$ cat src/sv/assert_macros.svh
// Assertion macros shared by the priority queue RTL.
`ifndef ASSERT_MACROS_SVH
`define ASSERT_MACROS_SVH

// Check a property at every clock edge outside reset.
`define SPQ_ASSERT(label, prop, msg) \
   label: assert property (@(posedge clock) disable iff (reset) (prop)) else $error(msg);

// Check a property at every clock edge, reset included.
`define SPQ_ASSERT_ALWAYS(label, prop, msg) \
   label: assert property (@(posedge clock) (prop)) else $error(msg);

`endif

$ cat src/sv/spq_pkg.sv
// Shared constants, codes and control types of the sorted priority queue.
`default_nettype none
package spq_pkg;

   localparam int CAPACITY = 16;
   localparam int IDX_W    = (CAPACITY > 1) ? $clog2(CAPACITY) : 1;
   localparam int CNT_W    = $clog2(CAPACITY + 1);
   localparam int CMD_W    = 2;
   localparam int STS_W    = 2;
   localparam int VAL_W    = 32;
   localparam int PRI_W    = 16;
   localparam int RCNT_W   = 5;

   localparam logic [CMD_W-1:0] CMD_PUSH  = 2'd0;
   localparam logic [CMD_W-1:0] CMD_POP   = 2'd1;
   localparam logic [CMD_W-1:0] CMD_PEEK  = 2'd2;
   localparam logic [CMD_W-1:0] CMD_CLEAR = 2'd3;

   localparam logic [STS_W-1:0] ST_OK    = 2'd0;
   localparam logic [STS_W-1:0] ST_EMPTY = 2'd1;
   localparam logic [STS_W-1:0] ST_FULL  = 2'd2;

   typedef enum logic [1:0] {
      OP_NONE,
      OP_PUSH,
      OP_POP,
      OP_CLEAR
   } op_type;

   typedef struct packed {
      logic              capture;
      logic              exec;
      op_type            op;
      logic              sel_head;
      logic [STS_W-1:0]  status;
   } ctl_type;

   typedef struct packed {
      logic [CMD_W-1:0]  command;
      logic              empty;
      logic              full;
   } sts_type;

endpackage
`default_nettype wire

$ cat src/sv/spq_datapath.sv
// Compare-and-shift entry array, request capture and response registers.
`default_nettype none
`include "assert_macros.svh"
module spq_datapath
   import spq_pkg::*;
(
   input  wire logic                     clock,
   input  wire logic                     reset,
   input  wire logic [CMD_W-1:0]         req_command,
   input  wire logic signed [VAL_W-1:0]  req_value,
   input  wire logic signed [PRI_W-1:0]  req_priority_req,
   input  wire ctl_type                  ctl,
   output sts_type                       sts,
   output logic [STS_W-1:0]              rsp_status,
   output logic signed [VAL_W-1:0]       rsp_value_res,
   output logic [RCNT_W-1:0]             rsp_count
);

   logic [CMD_W-1:0]         cmd_ff;
   logic signed [VAL_W-1:0]  value_ff;
   logic signed [PRI_W-1:0]  pri_ff;
   logic [CNT_W-1:0]         occ_ff, occ_in;
   logic signed [VAL_W-1:0]  slot_val_ff [CAPACITY];
   logic signed [PRI_W-1:0]  slot_pri_ff [CAPACITY];
   logic [CAPACITY-1:0]      le;
   logic [STS_W-1:0]         status_ff;
   logic signed [VAL_W-1:0]  res_ff;
   logic [RCNT_W-1:0]        count_ff;

   always_comb begin
      for (int i = 0; i < CAPACITY; i++) begin
         le[i] = (CNT_W'(i) < occ_ff) && (slot_pri_ff[i] <= pri_ff);
      end
   end

   always_comb begin
      occ_in = occ_ff;
      if (ctl.exec) begin
         case (ctl.op)
            OP_PUSH:  occ_in = occ_ff + CNT_W'(1);
            OP_POP:   occ_in = occ_ff - CNT_W'(1);
            OP_CLEAR: occ_in = '0;
            default:  occ_in = occ_ff;
         endcase
      end
   end

   assign sts.command = cmd_ff;
   assign sts.empty   = (occ_ff == '0);
   assign sts.full    = (occ_ff == CNT_W'(CAPACITY));

   always_ff @(posedge clock) begin
      if (reset) begin
         occ_ff <= '0;
      end else begin
         occ_ff <= occ_in;
      end
   end

   always_ff @(posedge clock) begin
      if (ctl.capture) begin
         cmd_ff   <= req_command;
         value_ff <= req_value;
         pri_ff   <= req_priority_req;
      end
   end

   always_ff @(posedge clock) begin
      if (ctl.exec) begin
         for (int i = 0; i < CAPACITY; i++) begin
            if (ctl.op == OP_PUSH && !le[i]) begin
               if (i == 0) begin
                  slot_val_ff[i] <= value_ff;
                  slot_pri_ff[i] <= pri_ff;
               end else if (le[i-1]) begin
                  slot_val_ff[i] <= value_ff;
                  slot_pri_ff[i] <= pri_ff;
               end else begin
                  slot_val_ff[i] <= slot_val_ff[i-1];
                  slot_pri_ff[i] <= slot_pri_ff[i-1];
               end
            end else if (ctl.op == OP_POP && i < CAPACITY - 1) begin
               slot_val_ff[i] <= slot_val_ff[i+1];
               slot_pri_ff[i] <= slot_pri_ff[i+1];
            end
         end
      end
   end

   always_ff @(posedge clock) begin
      if (ctl.exec) begin
         status_ff <= ctl.status;
         res_ff    <= ctl.sel_head ? slot_val_ff[0] : '0;
         count_ff  <= RCNT_W'(occ_in);
      end
   end

   assign rsp_status    = status_ff;
   assign rsp_value_res = res_ff;
   assign rsp_count     = count_ff;

   `SPQ_ASSERT(a_occ_bound, occ_ff <= CNT_W'(CAPACITY), "occupancy above capacity")
   `SPQ_ASSERT(a_push_grows, ctl.exec && ctl.op == OP_PUSH |=> occ_ff == $past(occ_ff) + CNT_W'(1), "push did not add one entry")
   `SPQ_ASSERT(a_pop_nonempty, ctl.exec && ctl.op == OP_POP |-> !sts.empty, "pop issued on empty queue")

endmodule
`default_nettype wire

$ cat src/sv/spq_controller.sv
// Command sequencer: captures a request, then issues the array operation and result.
`default_nettype none
`include "assert_macros.svh"
module spq_controller
   import spq_pkg::*;
(
   input  wire logic     clock,
   input  wire logic     reset,
   input  wire logic     start,
   input  wire sts_type  sts,
   output ctl_type       ctl,
   output logic          busy,
   output logic          rsp_strobe
);

   typedef enum logic {
      S_IDLE,
      S_EXEC
   } state_type;

   state_type state_ff;
   logic      strobe_ff;

   always_ff @(posedge clock) begin
      if (reset) begin
         state_ff  <= S_IDLE;
         strobe_ff <= 1'b0;
      end else begin
         unique case (state_ff)
            S_IDLE: begin
               strobe_ff <= 1'b0;
               if (start) state_ff <= S_EXEC;
            end
            S_EXEC: begin
               strobe_ff <= 1'b1;
               state_ff  <= S_IDLE;
            end
            default: begin
               strobe_ff <= 1'b0;
               state_ff  <= S_IDLE;
            end
         endcase
      end
   end

   always_comb begin
      ctl          = '0;
      ctl.op       = OP_NONE;
      ctl.status   = ST_OK;
      ctl.capture  = (state_ff == S_IDLE) && start;
      ctl.exec     = (state_ff == S_EXEC);
      if (sts.command == CMD_PUSH) begin
         if (sts.full) begin
            ctl.status = ST_FULL;
         end else begin
            ctl.op = OP_PUSH;
         end
      end else if (sts.empty) begin
         ctl.status = ST_EMPTY;
      end else begin
         unique case (sts.command)
            CMD_POP: begin
               ctl.op       = OP_POP;
               ctl.sel_head = 1'b1;
            end
            CMD_PEEK:  ctl.sel_head = 1'b1;
            CMD_CLEAR: ctl.op       = OP_CLEAR;
            default:   ctl.op       = OP_NONE;
         endcase
      end
   end

   assign busy       = (state_ff == S_EXEC);
   assign rsp_strobe = strobe_ff;

   `SPQ_ASSERT(a_accept_busy, start && !busy |=> busy, "accepted word did not raise busy")
   `SPQ_ASSERT(a_busy_strobe, busy |=> rsp_strobe && !busy, "execute cycle gave no result")
   `SPQ_ASSERT(a_strobe_excl, !(busy && rsp_strobe), "result strobe during execute")
   `SPQ_ASSERT_ALWAYS(a_reset_idle, reset |=> !busy && !rsp_strobe, "reset left a word active")

endmodule
`default_nettype wire

$ cat src/sv/sorted_priority_queue.sv
// Top level of the sorted priority queue: controller and entry array.
//
// A command word is taken at a rising edge where start is high and busy is
// low. Busy is then high for one cycle while the compare-and-shift array
// executes the command, and the result appears on the rsp_ ports for exactly
// one cycle, marked by rsp_strobe, in the cycle after that. Each command thus
// passes through the controller's capture and execute steps; a new
// word may be started in the cycle the result is shown. The receiver cannot
// stall, so it must take every result in its strobe cycle. The queue holds
// CAPACITY entries, lowest priority first, equal priorities in arrival order;
// a push on a full queue is rejected with status full.
`default_nettype none
module sorted_priority_queue
   import spq_pkg::*;
(
   input  wire logic                     clock,
   input  wire logic                     reset,
   input  wire logic                     start,
   output logic                          busy,
   input  wire logic [CMD_W-1:0]         req_command,
   input  wire logic signed [VAL_W-1:0]  req_value,
   input  wire logic signed [PRI_W-1:0]  req_priority_req,
   output logic                          rsp_strobe,
   output logic [STS_W-1:0]              rsp_status,
   output logic signed [VAL_W-1:0]       rsp_value_res,
   output logic [RCNT_W-1:0]             rsp_count
);

   ctl_type ctl;
   sts_type sts;

   spq_controller u_controller (
      .clock      (clock),
      .reset      (reset),
      .start      (start),
      .sts        (sts),
      .ctl        (ctl),
      .busy       (busy),
      .rsp_strobe (rsp_strobe)
   );

   spq_datapath u_datapath (
      .clock            (clock),
      .reset            (reset),
      .req_command      (req_command),
      .req_value        (req_value),
      .req_priority_req (req_priority_req),
      .ctl              (ctl),
      .sts              (sts),
      .rsp_status       (rsp_status),
      .rsp_value_res    (rsp_value_res),
      .rsp_count        (rsp_count)
   );

endmodule
`default_nettype wire

$ cat config.mk
export PLATFORM = sky130hd
export DESIGN_NAME = sorted_priority_queue
export DESIGN_NICKNAME = d
export VERILOG_FILES = /design/src/sv/spq_pkg.sv /design/src/sv/spq_datapath.sv /design/src/sv/spq_controller.sv /design/src/sv/sorted_priority_queue.sv
export VERILOG_INCLUDE_DIRS = /design/src /design/src/sv
export SDC_FILE = /design/constraint.sdc
export NUM_CORES = 2
export LEC_CHECK = 0
export ABC_AREA = 1
export BUFFER_PORTS_ARGS = -buffer_cell sky130_fd_sc_hd__buf_2
export CAP_MARGIN = 0
export CORE_MARGIN = 5
export CORE_UTILIZATION = 56
export DETAILED_ROUTE_END_ITERATION = 6
export GPL_ROUTABILITY_DRIVEN = 0
export PLACE_DENSITY = 0.74
export REMOVE_ABC_BUFFERS = 1
export SLEW_MARGIN = 40
export SYNTH_ARGS = -nofsm -noshare
export SYNTH_HDL_FRONTEND = slang
export SYNTH_HIERARCHICAL = 1
export SYNTH_SLANG_ARGS = --single-unit
$ cat constraint.sdc
create_clock -name clock -period 4.91 [get_ports clock]
set_input_delay 0.7365 -clock clock [delete_from_list [all_inputs] [get_ports clock]]
set_output_delay 0.7365 -clock clock [all_outputs]
set_load 0.03 [all_outputs]
# == Word level (Yosys, flattened, before mapping) ==
# Memories as Yosys holds them, arrays and structs flattened.
# Cells that the tools add are included.
# classes
n_lt_le_gt_ge,32
bitwise_logic,61
n_mux,243
n_reduce_logical,52
n_addsub,2
eq_ne,7
# ops
operator,n
2-to-1 mux 32 bit,30
2-to-1 mux 16 bit,30
less-or-equal comparator 16 bit,16
2-to-1 mux 1 bit,174
bitwise OR 1 bit,60
less-than comparator 4 x 5 -> 1 bit (first input constant),8
logical AND 1 bit,33
less-than comparator 3 x 5 -> 1 bit (first input constant),4
zero test 1 bit,16
case mux 5 bit (3 select lines),1
less-than comparator 1 x 5 -> 1 bit (first input constant),2
less-than comparator 2 x 5 -> 1 bit (first input constant),2
equality test 2 bit (second input constant),4
2-to-1 mux 2 bit,3
adder 5 x 1 -> 5 bit (second input constant),1
equality test 5 bit (second input constant),1
zero test 5 bit,1
2-to-1 mux 5 bit,1
subtractor 5 x 1 -> 5 bit (second input constant),1
equality test 2 x 1 -> 1 bit (second input constant),2
case mux 1 bit (2 select lines),2
case mux 2 bit (2 select lines),1
2-to-1 mux 3 bit,1
zero test 2 bit,1
2 further kinds,2
# word_totals
in_bits,53
wordCells,408
reg_bits,96
ram_bits,768
memories,2
# mem_list
name,depth,word_bits,rd,rd_clocked_by_memory_dff,write_ports,line_no,rtl
u_datapath.slot_val_ff,16,32,16,0,16,spq_datapath.sv:23,logic signed [VAL_W-1:0] slot_val_ff [CAPACITY];
u_datapath.slot_pri_ff,16,16,16,0,16,spq_datapath.sv:24,logic signed [PRI_W-1:0] slot_pri_ff [CAPACITY];

# == Longest topological paths before layout ==
# depth
depth_word,12
ltp_mapped,21

# == Modules after synthesis ==
# Netlist, hierarchy kept.
# by_module_without_submodules
module,instances,area_per_inst_um2,cells_each,seq_area_each_um2
spq_datapath,1,53835.4,6794,25834.8
spq_controller,1,171.4,27,40.0

# == Worst setup path after synthesis ==
# Ideal clock, no wire load.
# synth_path
kind,register to register
from,register u_datapath.pri_ff[15]
to,"memory u_datapath.slot_pri_ff[14][4], in the netlist u_datapath/slot_pri_ff[1][100] (enable)"
setup_slack_ns,0.837
stages_incl_launch_ff,15
path_buffers,3
arrival_time_ns,3.666
period_less_slack_ns,4.073
path_cell_list,edfxtp_1 -> inv_1 -> buf_1 -> ha_1 -> a21oi_1 -> o21ai_1 -> a21oi_1 -> nand2_1 -> nand2_1 -> nand3_1 -> nand2_2 -> buf_2 -> buf_2 -> nand2_1 -> nand2_1
# synth_rtl
item,line_no,rtl
start: declaration,spq_datapath.sv:21,logic signed [PRI_W-1:0] pri_ff;
start signal: assignment,spq_datapath.sv:64,pri_ff <= req_priority_req;
end: declaration,spq_datapath.sv:24,

==> impl_metrics.tcl <==
set metrics [dict create \
    post_cts_resized 0 \
    grt_use_met3_pct 4.045 \
    finalSetupViolations 0 \
    cts_made_buffers 97 \
    yosys_warnings 6 \
    grt_start_max_net_pins 207 \
    htree_levels 3 \
    grtUsageMet1_pct 40.08 \
    io_buffer_count 93 \
    initial_core_util_pct 56.18 \
    max-clock-path-buffers 3 \
    ctsHoldBuffers 0 \
    multi_input_area_sq_um 22950 \
    diodes 0 \
    p_leak_nw 27.49 \
    grt.met2_usage_pct 38.93 \
    outcome "completed" \
    dpl.hpwl_um 94350 \
    ir_drop_mv 0.2730 \
    cts_tree "built" \
    dr.pass1.iters 6 \
    die_y_um 320.6 \
    seq_area_sq_um 25880 \
    hold_start "req_priority_req[7]" \
    p_clk_share_pct 39.4 \
    worst-path-max-fanout 155 \
    coreArea_sq_um 96140 \
    worstPathRequired_ns 5.34 \
    wl_um 138800 \
    tns_ns 0 \
    final_core_util_pct 60.86 \
    die-area_sq_um 102800 \
    slew_violations 0 \
    tightest_slew_ns 0.8192 \
    power_frac_comb_pct 12.3 \
    grt_antenna_before_repair 0 \
    row_count 114 \
    yosysTopAreaCell "edfxtp_1" \
    syn_inst 6821 \
    cts.sinks 864 \
    whs_endpoint "u_datapath/pri_ff[7]" \
    finalCritPeriodShare_pct 82.52 \
    overflow 0 \
    critical_path_class "flop to flop" \
    regToRegSetupSlack_ns 0.86 \
    root_buffer "clkbuf_16" \
    wl_per_cell_um 17.37 \
    power_frac_seq_pct 48.2 \
    drive_gt1_share_pct 6.466 \
    synth_area_leaders "edfxtp_1, nand2_1, nand4_1" \
    syn_avg_cell_area_sq_um 7.918 \
    yosysTopAreaCellShare_pct 47.65 \
    cpMostUsedCell "nor2_1" \
    switchingPower_mw 4.685 \
    die_w_um 320.6 \
    ys_seq_area_share_pct 47.91 \
    ant_nets 0 \
    hold_path.class "input port to flop" \
    cap_violations 0 \
    rr_worst_depth 20 \
    area_delta_synth_final_pct 8.329 \
    io_pins 94 \
    cts_setup_buffers 0 \
    fin_skew_ns 0.01972 \
    rsz0062_at_grt "no" \
    vias 45390 \
    clock_latency_ns 0.67 \
    cp-start-kind "flop" \
    vias_per_cell 5.683 \
    grt_pass1_wl_um 225100 \
    power_switching_share_pct 25.99 \
    grt_pass1_vias 42150 \
    rr_endpoint "u_datapath/slot_val_ff[1][22]" \
    critPathArrivalTime_ns 4.48 \
    pre_cts_ws_ns 1.019 \
    ys_ff_latch 864 \
    setup_ws_ns 0.8582 \
    fillers 8344 \
    slowest_delay_ns 0.43 \
    fin_nets 6950 \
    first_iter_violations 4844 \
    grt.busiest_layer "met1" \
    drcViolationCount 0 \
    r2r_start "u_datapath/occ_ff[3]" \
    worstSetupEndpointType "flop" \
    final_cells 7988 \
    worstPathCellList "nor2_4, inv_2, nor2_1, inv_1, nor2_1, inv_1, nand2_1, nor2_1, inv_2, nor2_1, inv_2, nor2_4, inv_8, buf_12, buf_16, buf_12, buf_16, o21ai_0, nand2_1, nand2_1" \
    ys_types 38 \
    syn-cell-area_sq_um 54010 \
    slew_headroom_pct 45.38 \
    slowest_stage "buf_16" \
    hold_depth 1 \
    path_clk_slew_ns 0.06 \
    fmax_mhz 246.8 \
    numPlacedInstances 7807 \
    hold_viol_final 0 \
    intPower_mw 13.34 \
    powerDensity_nw_per_um2 308.2 \
    grt_usage_pct 26.08 \
    period_needed_ns 4.052 \
]
==> power by group through the flow <==
stage	logic, mW	registers, mW	clock network (mW)
finish	2.22	8.70	7.11
global route	2.52	8.72	7.54
CTS	2.20	8.69	7.24
detailed placement	2.18	8.84	0
global placement	2.10	8.83	0
floorplan	1.57	8.83	0
==> Yosys cell counts, drive strengths merged <==
cell type and n:
nand4 640, dfxtp 7, o21bai 3, ha 263, o21ai 134, clkinv 3
buf 243, or2 1, a21oi 110, edfxtp 857, nor2 86, a21o 13
clkbuf 269, nor4 3, nand3 790, o21a 3, and3 1, o221ai 1
inv 830, nand3b 2, o311ai 1, nand2 2540, a31oi 2, nor3b 1
nor3 16, xor2 1, a211oi 1
==> per-stage QoR <==
step / instance area, sq um / power, mW / hold WS (ns)
2_1_floorplan: 51720 / 10.39 / 0.4947
3_3_place_gp: 55280 / 10.94 / 0.4981
3_5_place_dp: 55330 / 11.03 / 0.5034
4_1_cts: 58390 / 18.13 / 0.1897
5_1_grt: 58500 / 18.78 / 0.2143
6_report: 58500 / 18.03 / 0.2364
==> worst max path at each step <==
stage,slack (ns),cells past startpoint,start,end
5_1_grt,0.54,20,u_datapath/occ_ff[3],u_datapath/slot_val_ff[1][1]
6_report,0.86,20,u_datapath/occ_ff[3],u_datapath/slot_val_ff[1][22]
3_3_place_gp,0.90,16,u_datapath/pri_ff[10],u_datapath/slot_val_ff[1][99]
2_1_floorplan,-37.90,6,u_controller/busy,u_datapath/slot_pri_ff[0][100]
4_1_cts,1.03,16,u_datapath/pri_ff[9],u_datapath/slot_val_ff[1][131]
3_5_place_dp,1.02,16,u_datapath/pri_ff[9],u_datapath/slot_pri_ff[1][64]
==> cell usage in the layout (no fill, tap or decap), types with 8 or more instances in the layout <==
master,count
edfxtp_1,857
o21ai_1,24
inv_1,805
buf_12,27
nand3_1,775
nand3_2,9
bufinv_16,8
nor3_1,16
clkbuf_1,19
clkbuf_16,98
clkinv_2,16
buf_2,93
buf_4,102
nand2_4,12
o21ai_0,110
a21oi_1,109
inv_2,24
clkinv_1,28
nand2_1,2516
nor2_1,80
nand2_2,12
ha_1,263
nand4_1,640
a21o_1,13
==> state kept, by name, indices dropped and copies added (netlist names) <==
register,cells
u_controller/busy,1
u_datapath/slot_val_ff,512
u_datapath/value_ff,32
u_datapath/pri_ff,16
u_datapath/rsp_count,5
u_datapath/cmd_ff,2
u_datapath/slot_pri_ff,256
u_controller/rsp_strobe,1
u_datapath/rsp_value_res,32
u_datapath/occ_ff,5
u_datapath/rsp_status,2
==> critical path: cells and delay by family, from the launching register on <==
| family | cells | cell delay [ns] |
|---|---|---|
| AND/OR/NAND/NOR | 9 | 0.95 |
| buffers and inverters | 10 | 1.92 |
| AO/OA/AOI/OAI | 1 | 0.19 |
| flip-flops | 1 | 0.42 |
==> kinds of logic (layout without fill, tap and decap cells) <==
| family | after synthesis | in the layout | share of synthesized area (%) |
|---|---|---|---|
| AO/OA/AOI/OAI | 268 | 268 | 2.602 |
| XOR/XNOR | 1 | 1 | 0.01622 |
| adder cells (fa/ha/maj) | 263 | 263 | 6.093 |
| buffers and inverters | 1345 | 1236 | 10.02 |
| flip-flops | 864 | 864 | 47.91 |
| AND/OR/NAND/NOR | 4080 | 4080 | 33.35 |
==> layer usage <==
layer,vias up,part of all wire (%)
met2,2038,43
met5,-,0
met4,0,1.8
li1,22420,-
met1,20770,46
met3,161,9.7
==> final cells by class <==
type	instances	share of cell area (%)
inverter	833	5.357
timing repair buffer	226	3.216
clock inverter	56	0.8362
tap	1276	2.729
sequential	864	44.23
clock buffer	121	4.408
multi-input combinational	4612	39.22
No activity file was read; power rests on OpenSTA's default activity.
